<file path="config.mk">
export PLATFORM = sky130hd
export DESIGN_NAME = isf_ctrl
export DESIGN_NICKNAME = d
export VERILOG_FILES = /design/src/rtl/core/isf_pkg.sv /design/src/rtl/core/isf_ctrl.sv
export SDC_FILE = /design/constraint.sdc
export NUM_CORES = 1
export LEC_CHECK = 0
export ABC_AREA = 1
export CORE_UTILIZATION = 35
export CTS_CLUSTER_SIZE = 28
export DETAILED_ROUTE_END_ITERATION = 12
export DONT_BUFFER_PORTS = 1
export PLACE_DENSITY = 0.57
export SLEW_MARGIN = 25
export SYNTH_ARGS = -nofsm -noshare
export SYNTH_HDL_FRONTEND = slang
export SYNTH_SLANG_ARGS = --single-unit
</file>
<file path="constraint.sdc">
create_clock -name clk -period 1.6 [get_ports clk]
set_clock_uncertainty 0.15 [all_clocks]
set_input_delay 0.4 -clock clk [delete_from_list [all_inputs] [get_ports clk]]
set_output_delay 0.4 -clock clk [all_outputs]
set_load 0.005 [all_outputs]
</file>
<file path="src/rtl/core/isf_pkg.sv">
// Shared types, codes, constants and fixed-point helpers of the IMU speed fusion block.
// No dependencies; imported by the top level, isf_ctrl, isf_dp and the testbench.
package isf_pkg;

  localparam int PROD_W = 60;
  localparam int MA_W   = 26;
  localparam int MB_W   = 34;

  localparam logic [1:0] OP_IMU = 2'd0;
  localparam logic [1:0] OP_GPS = 2'd1;
  localparam logic [1:0] OP_QRY = 2'd2;

  localparam logic [2:0] CFG_CALIB_THR = 3'd0;
  localparam logic [2:0] CFG_CALIB_DEB = 3'd1;
  localparam logic [2:0] CFG_ALPHA     = 3'd2;
  localparam logic [2:0] CFG_ZUPT_THR  = 3'd3;
  localparam logic [2:0] CFG_ZUPT_HOLD = 3'd4;
  localparam logic [2:0] CFG_EVT_THR   = 3'd5;
  localparam logic [2:0] CFG_EVT_DEB   = 3'd6;

  localparam logic [3:0] MUL_NONE = 4'd0;
  localparam logic [3:0] MUL_D0   = 4'd1;
  localparam logic [3:0] MUL_D1   = 4'd2;
  localparam logic [3:0] MUL_D2   = 4'd3;
  localparam logic [3:0] MUL_FWD  = 4'd4;
  localparam logic [3:0] MUL_AX   = 4'd5;
  localparam logic [3:0] MUL_AY   = 4'd6;
  localparam logic [3:0] MUL_AZ   = 4'd7;
  localparam logic [3:0] MUL_FWDG = 4'd8;
  localparam logic [3:0] MUL_DT   = 4'd9;
  localparam logic [3:0] MUL_DTK  = 4'd10;
  localparam logic [3:0] MUL_ZB   = 4'd11;
  localparam logic [3:0] MUL_E1   = 4'd12;
  localparam logic [3:0] MUL_E2   = 4'd13;

  localparam logic [3:0] WB_NONE    = 4'd0;
  localparam logic [3:0] WB_SEED    = 4'd1;
  localparam logic [3:0] WB_CDEV    = 4'd2;
  localparam logic [3:0] WB_BASE0   = 4'd3;
  localparam logic [3:0] WB_BASE1   = 4'd4;
  localparam logic [3:0] WB_BASE2   = 4'd5;
  localparam logic [3:0] WB_ACC     = 4'd6;
  localparam logic [3:0] WB_SQ      = 4'd7;
  localparam logic [3:0] WB_FWDG    = 4'd8;
  localparam logic [3:0] WB_IMU_END = 4'd9;
  localparam logic [3:0] WB_ZBIAS   = 4'd10;
  localparam logic [3:0] WB_GREST   = 4'd11;
  localparam logic [3:0] WB_ERR     = 4'd12;
  localparam logic [3:0] WB_GSPD    = 4'd13;
  localparam logic [3:0] WB_GBIAS   = 4'd14;
  localparam logic [3:0] WB_QRY     = 4'd15;

  localparam logic [1:0]  AXIS_NONE   = 2'd3;
  localparam logic [15:0] DT_MAX_MS   = 16'd500;
  localparam logic [15:0] GPS_REST_Q6 = 16'd128;
  localparam logic [19:0] SPEED_MAX   = 20'hFFFFF;
  localparam logic [19:0] GRAV_Q16    = 20'd642689;
  localparam logic [15:0] MS2_TO_G    = 16'd26731;
  localparam logic [15:0] ZUPT_RATE   = 16'd1311;
  localparam logic [15:0] GPS_BLEND   = 16'd9830;
  localparam logic [15:0] DT_SCALE    = 16'd60398;
  localparam logic [15:0] GPS_BIAS    = 16'd46603;
  localparam logic signed [16:0] ONE_G_Q12 = 17'sd4096;
  localparam logic [14:0] DEV_MAX     = 15'h7FFF;

  localparam logic signed [PROD_W-1:0] S24_MAX = 60'sd8388607;
  localparam logic signed [PROD_W-1:0] S24_MIN = -60'sd8388608;
  localparam logic signed [PROD_W-1:0] S16_MAX = 60'sd32767;
  localparam logic signed [PROD_W-1:0] S16_MIN = -60'sd32768;
  localparam logic signed [PROD_W-1:0] SPD_MAX_W = 60'sd1048575;

  typedef struct packed {
    logic       load;
    logic [3:0] mul;
    logic [3:0] wb;
    logic       sqrt_start;
    logic       out_load;
  } isf_cmd_t;

  typedef struct packed {
    logic [1:0] op;
    logic       calibrated;
    logic       seeded;
    logic       dt_ok;
    logic       gps_rest;
    logic       sqrt_done;
    logic       lock;
    logic       zero_speed;
    logic       out_free;
  } isf_sts_t;

  // Right shift rounding half away from zero.
  function automatic logic signed [PROD_W-1:0] rnd_shift(input logic signed [PROD_W-1:0] v,
                                                         input int unsigned sh);
    logic signed [PROD_W-1:0] half;
    logic signed [PROD_W-1:0] neg;
    half = $signed(PROD_W'(1) << (sh - 1));
    neg  = $signed(PROD_W'(v[PROD_W-1]));
    return (v + half - neg) >>> sh;
  endfunction

  function automatic logic [23:0] clamp_s24(input logic signed [PROD_W-1:0] v);
    if (v > S24_MAX) return S24_MAX[23:0];
    if (v < S24_MIN) return S24_MIN[23:0];
    return v[23:0];
  endfunction

  function automatic logic [15:0] clamp_s16(input logic signed [PROD_W-1:0] v);
    if (v > S16_MAX) return S16_MAX[15:0];
    if (v < S16_MIN) return S16_MIN[15:0];
    return v[15:0];
  endfunction

  function automatic logic [19:0] clamp_speed(input logic signed [PROD_W-1:0] v);
    if (v < 0) return '0;
    if (v > SPD_MAX_W) return SPEED_MAX;
    return v[19:0];
  endfunction

  function automatic logic [31:0] sat_add32(input logic [31:0] a, input logic [15:0] b);
    logic [32:0] s;
    s = {1'b0, a} + 33'(b);
    return s[32] ? 32'hFFFF_FFFF : s[31:0];
  endfunction

endpackage

</file>
<file path="src/rtl/core/isf_ctrl.sv">
// Sequencer of the speed fusion block: walks each item through datapath steps.
// Depends on isf_pkg for the command and status types and step codes.
module isf_ctrl (
  input  logic               clk,
  input  logic               rst_n,
  input  logic               in_valid,
  output logic               in_ready,
  input  isf_pkg::isf_sts_t  sts,
  output isf_pkg::isf_cmd_t  cmd
);
  import isf_pkg::*;

  localparam logic [4:0] S_IDLE = 5'd0,  S_DISP = 5'd1,  S_SEED = 5'd2,  S_CDEV = 5'd3;
  localparam logic [4:0] S_B0   = 5'd4,  S_B1   = 5'd5,  S_B2   = 5'd6,  S_B3   = 5'd7;
  localparam logic [4:0] S_F0   = 5'd8,  S_F1   = 5'd9,  S_F2   = 5'd10, S_F3   = 5'd11;
  localparam logic [4:0] S_F4   = 5'd12, S_F5   = 5'd13, S_F6   = 5'd14, S_F7   = 5'd15;
  localparam logic [4:0] S_F8   = 5'd16, S_F9   = 5'd17, S_GR0  = 5'd18, S_GR1  = 5'd19;
  localparam logic [4:0] S_G0   = 5'd20, S_G1   = 5'd21, S_G2   = 5'd22, S_G3   = 5'd23;
  localparam logic [4:0] S_QRY  = 5'd24, S_DONE = 5'd25;

  logic [4:0] state_r, state_nxt;

  always_ff @(posedge clk) begin
    if (!rst_n) state_r <= S_IDLE;
    else        state_r <= state_nxt;
  end

  always_comb begin
    state_nxt      = state_r;
    cmd            = '0;
    cmd.mul        = MUL_NONE;
    cmd.wb         = WB_NONE;
    in_ready       = 1'b0;
    unique case (state_r)
      S_IDLE: begin
        in_ready = 1'b1;
        cmd.load = in_valid;
        if (in_valid) state_nxt = S_DISP;
      end
      S_DISP: begin
        priority if (sts.op == OP_IMU) begin
          priority if (!sts.dt_ok)      state_nxt = S_DONE;
          else if (sts.calibrated)      state_nxt = S_F0;
          else if (sts.seeded)          state_nxt = S_CDEV;
          else                          state_nxt = S_SEED;
        end else if (sts.op == OP_GPS) begin
          priority if (!sts.calibrated) state_nxt = S_DONE;
          else if (sts.gps_rest)        state_nxt = S_GR0;
          else                          state_nxt = S_G0;
        end else if (sts.op == OP_QRY) begin
          state_nxt = S_QRY;
        end else begin
          state_nxt = S_DONE;
        end
      end
      S_SEED: begin cmd.wb = WB_SEED; state_nxt = S_DONE; end
      S_CDEV: begin
        cmd.wb    = WB_CDEV;
        state_nxt = sts.lock ? S_DONE : S_B0;
      end
      S_B0: begin cmd.mul = MUL_D0; state_nxt = S_B1; end
      S_B1: begin cmd.wb = WB_BASE0; cmd.mul = MUL_D1; state_nxt = S_B2; end
      S_B2: begin cmd.wb = WB_BASE1; cmd.mul = MUL_D2; state_nxt = S_B3; end
      S_B3: begin cmd.wb = WB_BASE2; state_nxt = S_DONE; end
      S_F0: begin cmd.mul = MUL_FWD; state_nxt = S_F1; end
      S_F1: begin cmd.wb = WB_ACC;  cmd.mul = MUL_AX;   state_nxt = S_F2; end
      S_F2: begin cmd.wb = WB_SQ;   cmd.mul = MUL_FWDG; state_nxt = S_F3; end
      S_F3: begin cmd.wb = WB_FWDG; cmd.mul = MUL_AY;   state_nxt = S_F4; end
      S_F4: begin cmd.wb = WB_SQ;   cmd.mul = MUL_AZ;   state_nxt = S_F5; end
      S_F5: begin cmd.wb = WB_SQ;   cmd.mul = MUL_DT;   state_nxt = S_F6; end
      S_F6: begin cmd.mul = MUL_DTK; cmd.sqrt_start = 1'b1; state_nxt = S_F7; end
      S_F7: begin
        // hold until the root is ready, then close the sample
        if (sts.sqrt_done) begin
          cmd.wb    = WB_IMU_END;
          state_nxt = sts.zero_speed ? S_F8 : S_DONE;
        end
      end
      S_F8:  begin cmd.mul = MUL_ZB; state_nxt = S_F9; end
      S_F9:  begin cmd.wb = WB_ZBIAS; state_nxt = S_DONE; end
      S_GR0: begin cmd.mul = MUL_FWD; state_nxt = S_GR1; end
      S_GR1: begin cmd.wb = WB_GREST; state_nxt = S_DONE; end
      S_G0:  begin cmd.wb = WB_ERR; state_nxt = S_G1; end
      S_G1:  begin cmd.mul = MUL_E1; state_nxt = S_G2; end
      S_G2:  begin cmd.wb = WB_GSPD; cmd.mul = MUL_E2; state_nxt = S_G3; end
      S_G3:  begin cmd.wb = WB_GBIAS; state_nxt = S_DONE; end
      S_QRY: begin cmd.wb = WB_QRY; state_nxt = S_DONE; end
      S_DONE: begin
        if (sts.out_free) begin
          cmd.out_load = 1'b1;
          state_nxt    = S_IDLE;
        end
      end
      default: state_nxt = S_IDLE;
    endcase
  end
endmodule

</file>
==> flow_summary_export.csv, run 1 <==
group,metric,value,unit
outcome,status,"complete, but fails checks",
outcome,violations,"negative setup slack",
critical_path,worstPathArrival,1.44,ns
final_layout,largest_register_ffs,5,
synthesis,seq_area_frac_synth,12.1,%
clocking,clkTransAtPathRegs,0.05,ns
critical_path,crit_buf_inv,2,
power,p_sw,1.11,mW
sta,worst_slew_pin_slew,0.277,ns
routing,antenna_left,0,
floorplan,io_pins,25,
synthesis,synth_area_per_cell,5.26,sq um
critical_path,worstPathMaxFanout,7,
place,dp_cells,218,
sta,fin_worst_hold_slack,0.107,ns
global_route,grt_start_max_net_pins,8,
sta,max_freq,503,MHz
global_route,grt_first_pass_wirelength,5260,um
worst_hold_path,hp-start,"rst_n",
final_layout,instances_no_fill,235,
critical_path,cp_cell_sequence,"inv_4, nor2_4, nand3_1, nand2_1, inv_1, o2111ai_1",
worst_hold_path,hold_end,"state_r[1]",
power,pwr-share-seq,14.2,%
critical_path,crit_type,"reg -> out",
place,gp_congestion,1.02,
critical_path,start_kind,"flop",
power,p_leak,0.823,nW
global_route,overflow,0,
place,port-buffer-count,0,
synthesis,ys_warn_count,0,
clocking,h-tree-depth,1,
worst_hold_path,min_path_type,"in -> reg",
floorplan,rows,17,
global_route,grt_use_total,27.8,%
worst_hold_path,min_delay_path_depth,2,
power,clkPwrFrac,7.2,%
routing,routedWlPerCell,16.9,um
final_layout,largestRegisters,"state_r x5",
synthesis,ys_ff_latch,5,
power,p_int,1.05,mW
sta,setup_viol,17,
clocking,cts_buffer_depth,2,
final_layout,final_nets,221,
clocking,cts_buffers,3,
clocking,insertion_delay,0.25,ns
routing,first_pass_iters,4,
critical_path,cp-end-kind,"primary output",
sta,fin_tns_setup,-4.36,ns
sta,rsz0062_at_grt,"yes",
power,p_per_area,1370,nW/um^2
power,peakVddDrop,0.852,mV
final_layout,num-fill-cells,183,
floorplan,core,2210,sq um
critical_path,required,1.05,ns
sta,maxSlewHeadroom,81.5,%
floorplan,die_h,50.6,um
floorplan,die_area,2560,sq um
critical_path,reg2reg_from,"state_r[3]",
place,dp_hpwl,2360,um
synthesis,synth_fp_nets,170,
sta,slew_violations,0,
clocking,cts_tree,"yes",
global_route,grt_pass1_vias,1249,
routing,vias,1311,
power,combPwrFrac,78.6,%
critical_path,rr_worst_depth,13,
routing,wl,3960,um
clocking,cts_hold_repair.buffers,0,
critical_path,crit_path_top_delay_cell,"dfxtp_2",
critical_path,slowest_delay,0.35,ns
power,switching_share,51.6,%
sta,timing.final.crit_share,124,%
power,total_power,2.16,mW
floorplan,start_util,37.3,%
synthesis,ys_types,24,
final_layout,diodes,0,
synthesis,postSynthCellCount,157,
final_layout,top_register,"state_r",
final_layout,drive_gt1_share,58.5,%
critical_path,r2r_end,"state_r[0]",
sta,min_period,1.99,ns
synthesis,mappedNetlistArea,826,sq um
final_layout,multi_input_area,861,sq um
flow_run,drv_cap,0,
final_layout,seq_area,116,sq um
final_layout,syn_to_final_growth,90.2,%
global_route,antenna_found_initial,0,
sta,fin_ws,-0.388,ns
routing,viasPerCell,5.58,
clocking,cts.root.buffer_cell,"clkbuf_4",
sta,hold_violations,0,
floorplan,die_width,50.6,um
routing,drc,0,
clocking,cts.sinks,5,
critical_path,r2r_setup_slack,-0.23,ns
critical_path,cp_top_family,"simple AND/OR/NAND/NOR gates",
routing,drtIter0Drc,45,
## per-layer routing
layer	GRT usage, %	wire length [um]	vias to the layer above
li1	-	-	619
met1	29.8	1500	621
met2	53.6	2160	61
met3	1.21	196	10
met4	14.8	105	0
met5	0	0	-
## synthesized netlist by cell type
| library cell | instances | area (sq um) |
|---|---|---|
| nand2_1 | 30 | 113 |
| nor2_1 | 26 | 97.6 |
| inv_1 | 22 | 82.6 |
| nand3_1 | 18 | 90.1 |
| inv_2 | 7 | 26.3 |
| nor2_2 | 7 | 43.8 |
| nor3_1 | 7 | 35.0 |
| o21ai_0 | 7 | 35.0 |
| a21oi_1 | 6 | 30.0 |
| dfxtp_1 | 5 | 100 |
| nand4_1 | 5 | 31.3 |
| o22ai_1 | 3 | 18.8 |
| a31oi_1 | 2 | 12.5 |
| nor2_4 | 2 | 22.5 |
| buf_2 | 1 | 5.00 |
| nand2_2 | 1 | 6.26 |
| nand2_4 | 1 | 11.3 |
| nor3_2 | 1 | 10.0 |
| nor3_4 | 1 | 16.3 |
| nor3b_1 | 1 | 7.51 |
| nor4_1 | 1 | 6.26 |
| o2111ai_1 | 1 | 8.76 |
| o211ai_1 | 1 | 7.51 |
| o21ai_2 | 1 | 8.76 |
## layout make-up
class | instances | area share [%]
inverter | 29 | 7.41
timing repair buffer | 47 | 26.5
clock buffer | 4 | 1.67
tap | 28 | 2.23
multi-input combinational | 122 | 54.8
sequential | 5 | 7.41
## cells in the final DEF (no fill, tap or decap), types with 2 or more instances in the layout
master and n:
o21ai_2 3, inv_4 3, clkbuf_4 3, nand2_2 7
nor2_4 14, buf_12 2, nand3_2 5, nand2_4 4
nor3_2 6, o21ai_1 3, a21oi_2 3, buf_6 10
nand3_4 2, nand3_1 11, dfxtp_4 4, nor3_1 2
inv_2 9, nor2_2 5, nor2_1 16, o22ai_1 2
inv_1 17, o21ai_0 2, buf_4 35, nand4_1 5
a21oi_1 3, nand2_1 21
## timing repair
action                                 CTS  global route
pin swaps                               19            14
setup endpoints to repair               17            17
endpoints found under the hold margin    0             0
resized for setup                       54            33
setup buffers                            5             9
## power groups by stage
stage | Combinational (mW) | Sequential, mW | Clock (mW)
floorplan | 0.654 | 0.222 | 0
global placement | 1.09 | 0.226 | 0
detailed placement | 1.09 | 0.228 | 0
CTS | 1.30 | 0.276 | 0.154
global route | 1.79 | 0.315 | 0.170
finish | 1.69 | 0.306 | 0.156
## worst max path at each step
stage                        end  startpoint  cells after the start
after floorplan           cmd[2]  state_r[2]                      9
after global placement    cmd[2]  state_r[3]                      8
after detailed placement  cmd[2]  state_r[4]                      7
after CTS                 cmd[3]  state_r[2]                      9
after global routing      cmd[6]  state_r[2]                      6
final                     cmd[6]  state_r[2]                      6
## stage by stage
| stage | utilization (%) | worst slack, ns | instance area (sq um) |
|---|---|---|---|
| 4_1_cts | 61.7 | -0.293 | 1370 |
| 2_1_floorplan | - | -0.0482 | 831 |
| 6_report | 71.0 | -0.388 | 1570 |
| 3_3_place_gp | 51.0 | -0.165 | 1130 |
| 3_5_place_dp | 51.0 | -0.155 | 1130 |
| 5_1_grt | 71.0 | -0.427 | 1570 |
## kinds of logic (layout without fill, tap and decap cells)
| logic type | count (synthesis) | in the layout | synth area share (%) |
|---|---|---|---|
| compound gates | 21 | 21 | 14.7 |
| simple gates | 101 | 101 | 59.4 |
| flops | 5 | 5 | 12.1 |
| buf+inv | 30 | 80 | 13.8 |
(Power assumes the default switching activity.)
==> inputs of run 2 (changes only) <==
--- a/config.mk
+++ b/config.mk
@@ -10,7 +10,7 @@
 export CTS_CLUSTER_SIZE = 28
 export DETAILED_ROUTE_END_ITERATION = 12
 export DONT_BUFFER_PORTS = 1
-export PLACE_DENSITY = 0.57
+export PLACE_DENSITY = 0.48
 export SLEW_MARGIN = 25
 export SYNTH_ARGS = -nofsm -noshare
 export SYNTH_HDL_FRONTEND = slang
==> flow_summary_export.csv, run 2 (synthesis results as in run 1) <==
group,metric,value,unit
clocking,insertion_delay,0.24,ns
clocking,h-tree-depth,1,
worst_hold_path,hold_end,"state_r[1]",
final_layout,syn_to_final_growth,95.0,%
power,peakVddDrop,1.05,mV
global_route,antenna_found_initial,0,
sta,setup_viol,17,
clocking,cts.root.buffer_cell,"clkbuf_4",
floorplan,io_pins,25,
final_layout,drive_gt1_share,55.8,%
critical_path,cp_top_family,"simple AND/OR/NAND/NOR gates",
clocking,cts_hold_repair.buffers,0,
floorplan,core,2210,sq um
sta,min_period,1.99,ns
critical_path,slowest_delay,0.37,ns
critical_path,cp-end-kind,"primary output",
final_layout,multi_input_area,821,sq um
routing,viasPerCell,5.37,
final_layout,top_register,"state_r",
routing,vias,1306,
power,p_leak,0.859,nW
routing,drtIter0Drc,39,
floorplan,die_area,2560,sq um
routing,first_pass_iters,4,
place,gp_congestion,0.937,
critical_path,crit_path_top_delay_cell,"dfxtp_4",
critical_path,r2r_setup_slack,-0.13,ns
power,p_per_area,1290,nW/um^2
critical_path,start_kind,"flop",
critical_path,worstPathArrival,1.44,ns
critical_path,r2r_end,"state_r[0]",
final_layout,seq_area,114,sq um
floorplan,rows,17,
final_layout,largest_register_ffs,5,
place,dp_hpwl,2460,um
final_layout,final_nets,229,
routing,antenna_left,0,
floorplan,die_width,50.6,um
sta,hold_violations,0,
clocking,cts_buffer_depth,2,
floorplan,die_h,50.6,um
sta,max_freq,501,MHz
critical_path,reg2reg_from,"state_r[3]",
worst_hold_path,hp-start,"rst_n",
routing,drc,0,
sta,worst_slew_pin_slew,0.262,ns
sta,rsz0062_at_grt,"yes",
global_route,grt_use_total,27.7,%
worst_hold_path,min_path_type,"in -> reg",
critical_path,required,1.05,ns
critical_path,cp_cell_sequence,"nand2_1, inv_2, nand3_1, o21ai_2, nor4_1, nand4_1",
power,total_power,2.07,mW
critical_path,rr_worst_depth,13,
global_route,grt_first_pass_wirelength,5380,um
final_layout,utilization,72.8,%
final_layout,largestRegisters,"state_r x5",
clocking,cts.sinks,5,
critical_path,crit_type,"reg -> out",
sta,slew_violations,0,
final_layout,mostFrequentLayoutCell,"buf_4",
sta,timing.final.crit_share,125,%
clocking,cts_tree,"yes",
sta,fin_tns_setup,-4.25,ns
critical_path,worstPathMaxFanout,5,
final_layout,final_cell_mix,"buf_4 (37), nand2_1 (24), nor2_1 (19)",
place,placed_area,1180,sq um
routing,wl,3540,um
critical_path,crit_buf_inv,1,
place,port-buffer-count,0,
critical_path,cp-startpoint,"state_r[1]",
clocking,cts_buffers,3,
sta,fin_ws,-0.395,ns
global_route,overflow,0,
floorplan,start_util,37.3,%
clocking,clkTransAtPathRegs,0.05,ns
global_route,grt_start_max_net_pins,10,
worst_hold_path,min_delay_path_depth,2,
final_layout,final_area,1610,sq um
routing,routedWlPerCell,14.6,um
final_layout,diodes,0,
final_layout,num-fill-cells,192,
outcome,status,"complete, but fails checks",
global_route,grt_pass1_vias,1282,
sta,maxSlewHeadroom,82.4,%
flow_run,drv_cap,0,
outcome,violations,"negative setup slack",
## run 2: cell types whose count changed in the layout (fill, tap and decap cells not counted), moves of 2 or more
cell and change:
nor2_4 -3, nand2_2 -2, nor2_1 +3, nand2_1 +3, buf_6 +6, nand3_2 -2, buf_4 +2
## run 2: final cells by class
| type | count | area share, % |
|---|---|---|
| Multi-Input combinational cell | 122 | 51.0 |
| Timing Repair Buffer | 55 | 30.9 |
| Inverter | 29 | 7.23 |
| Sequential cell | 5 | 7.07 |
| Tap cell | 28 | 2.18 |
| Clock buffer | 4 | 1.63 |
## run 2: worst reg2reg max path, stage by stage (launching register included)
cell and delay (ns):
dfxtp_2 0.34, buf_6 0.12, inv_4 0.04, nor2_4 0.12, nand2_4 0.09, buf_6 0.12
nor2_4 0.14, buf_6 0.13, nor2_1 0.04, nand3_1 0.08, nor2_1 0.04, nand2_1 0.06
nand2_1 0.05, a21oi_1 0.13
## run 2: worst max-delay path by stage
stage | cells past startpoint | endpoint | slack [ns]
after global placement | 7 | cmd[4] | -0.18
final | 6 | cmd[2] | -0.39
after floorplan | 9 | cmd[2] | -0.05
after detailed placement | 6 | cmd[8] | -0.19
after global routing | 6 | cmd[6] | -0.45
after CTS | 7 | cmd[4] | -0.38
## run 2: timing repair
action	CTS	global route
setup endpoints to repair	17	17
pin swaps	22	14
endpoints found under the hold margin	0	0
gates resized for setup	49	33
gates cloned	0	0
buffers inserted	14	5
## run 2: where the power goes
group          total (mW)  switching [mW]  internal, mW
Combinational        1.68           0.913         0.767
Sequential          0.250          0.0663         0.184
Clock               0.143          0.0493        0.0942
## run 2: metrics by stage
step	hold WS (ns)	setup WS (ns)	cells
after floorplan	0.374	-0.0482	157
final	0.118	-0.395	243
after CTS	0.111	-0.381	241
after global placement	0.398	-0.179	226
after global routing	0.121	-0.447	243
after detailed placement	0.388	-0.186	226
## run 2: metal layers
metal | global-route usage [%] | wire, um | up-vias | part of all wire (%)
li1 | - | - | 634 | -
met1 | 30.9 | 1390 | 607 | 39
met2 | 53.8 | 1830 | 54 | 52
met3 | 4.24 | 212 | 11 | 6.0
met4 | 6.48 | 108 | 0 | 3.1
met5 | 0 | 0 | - | 0
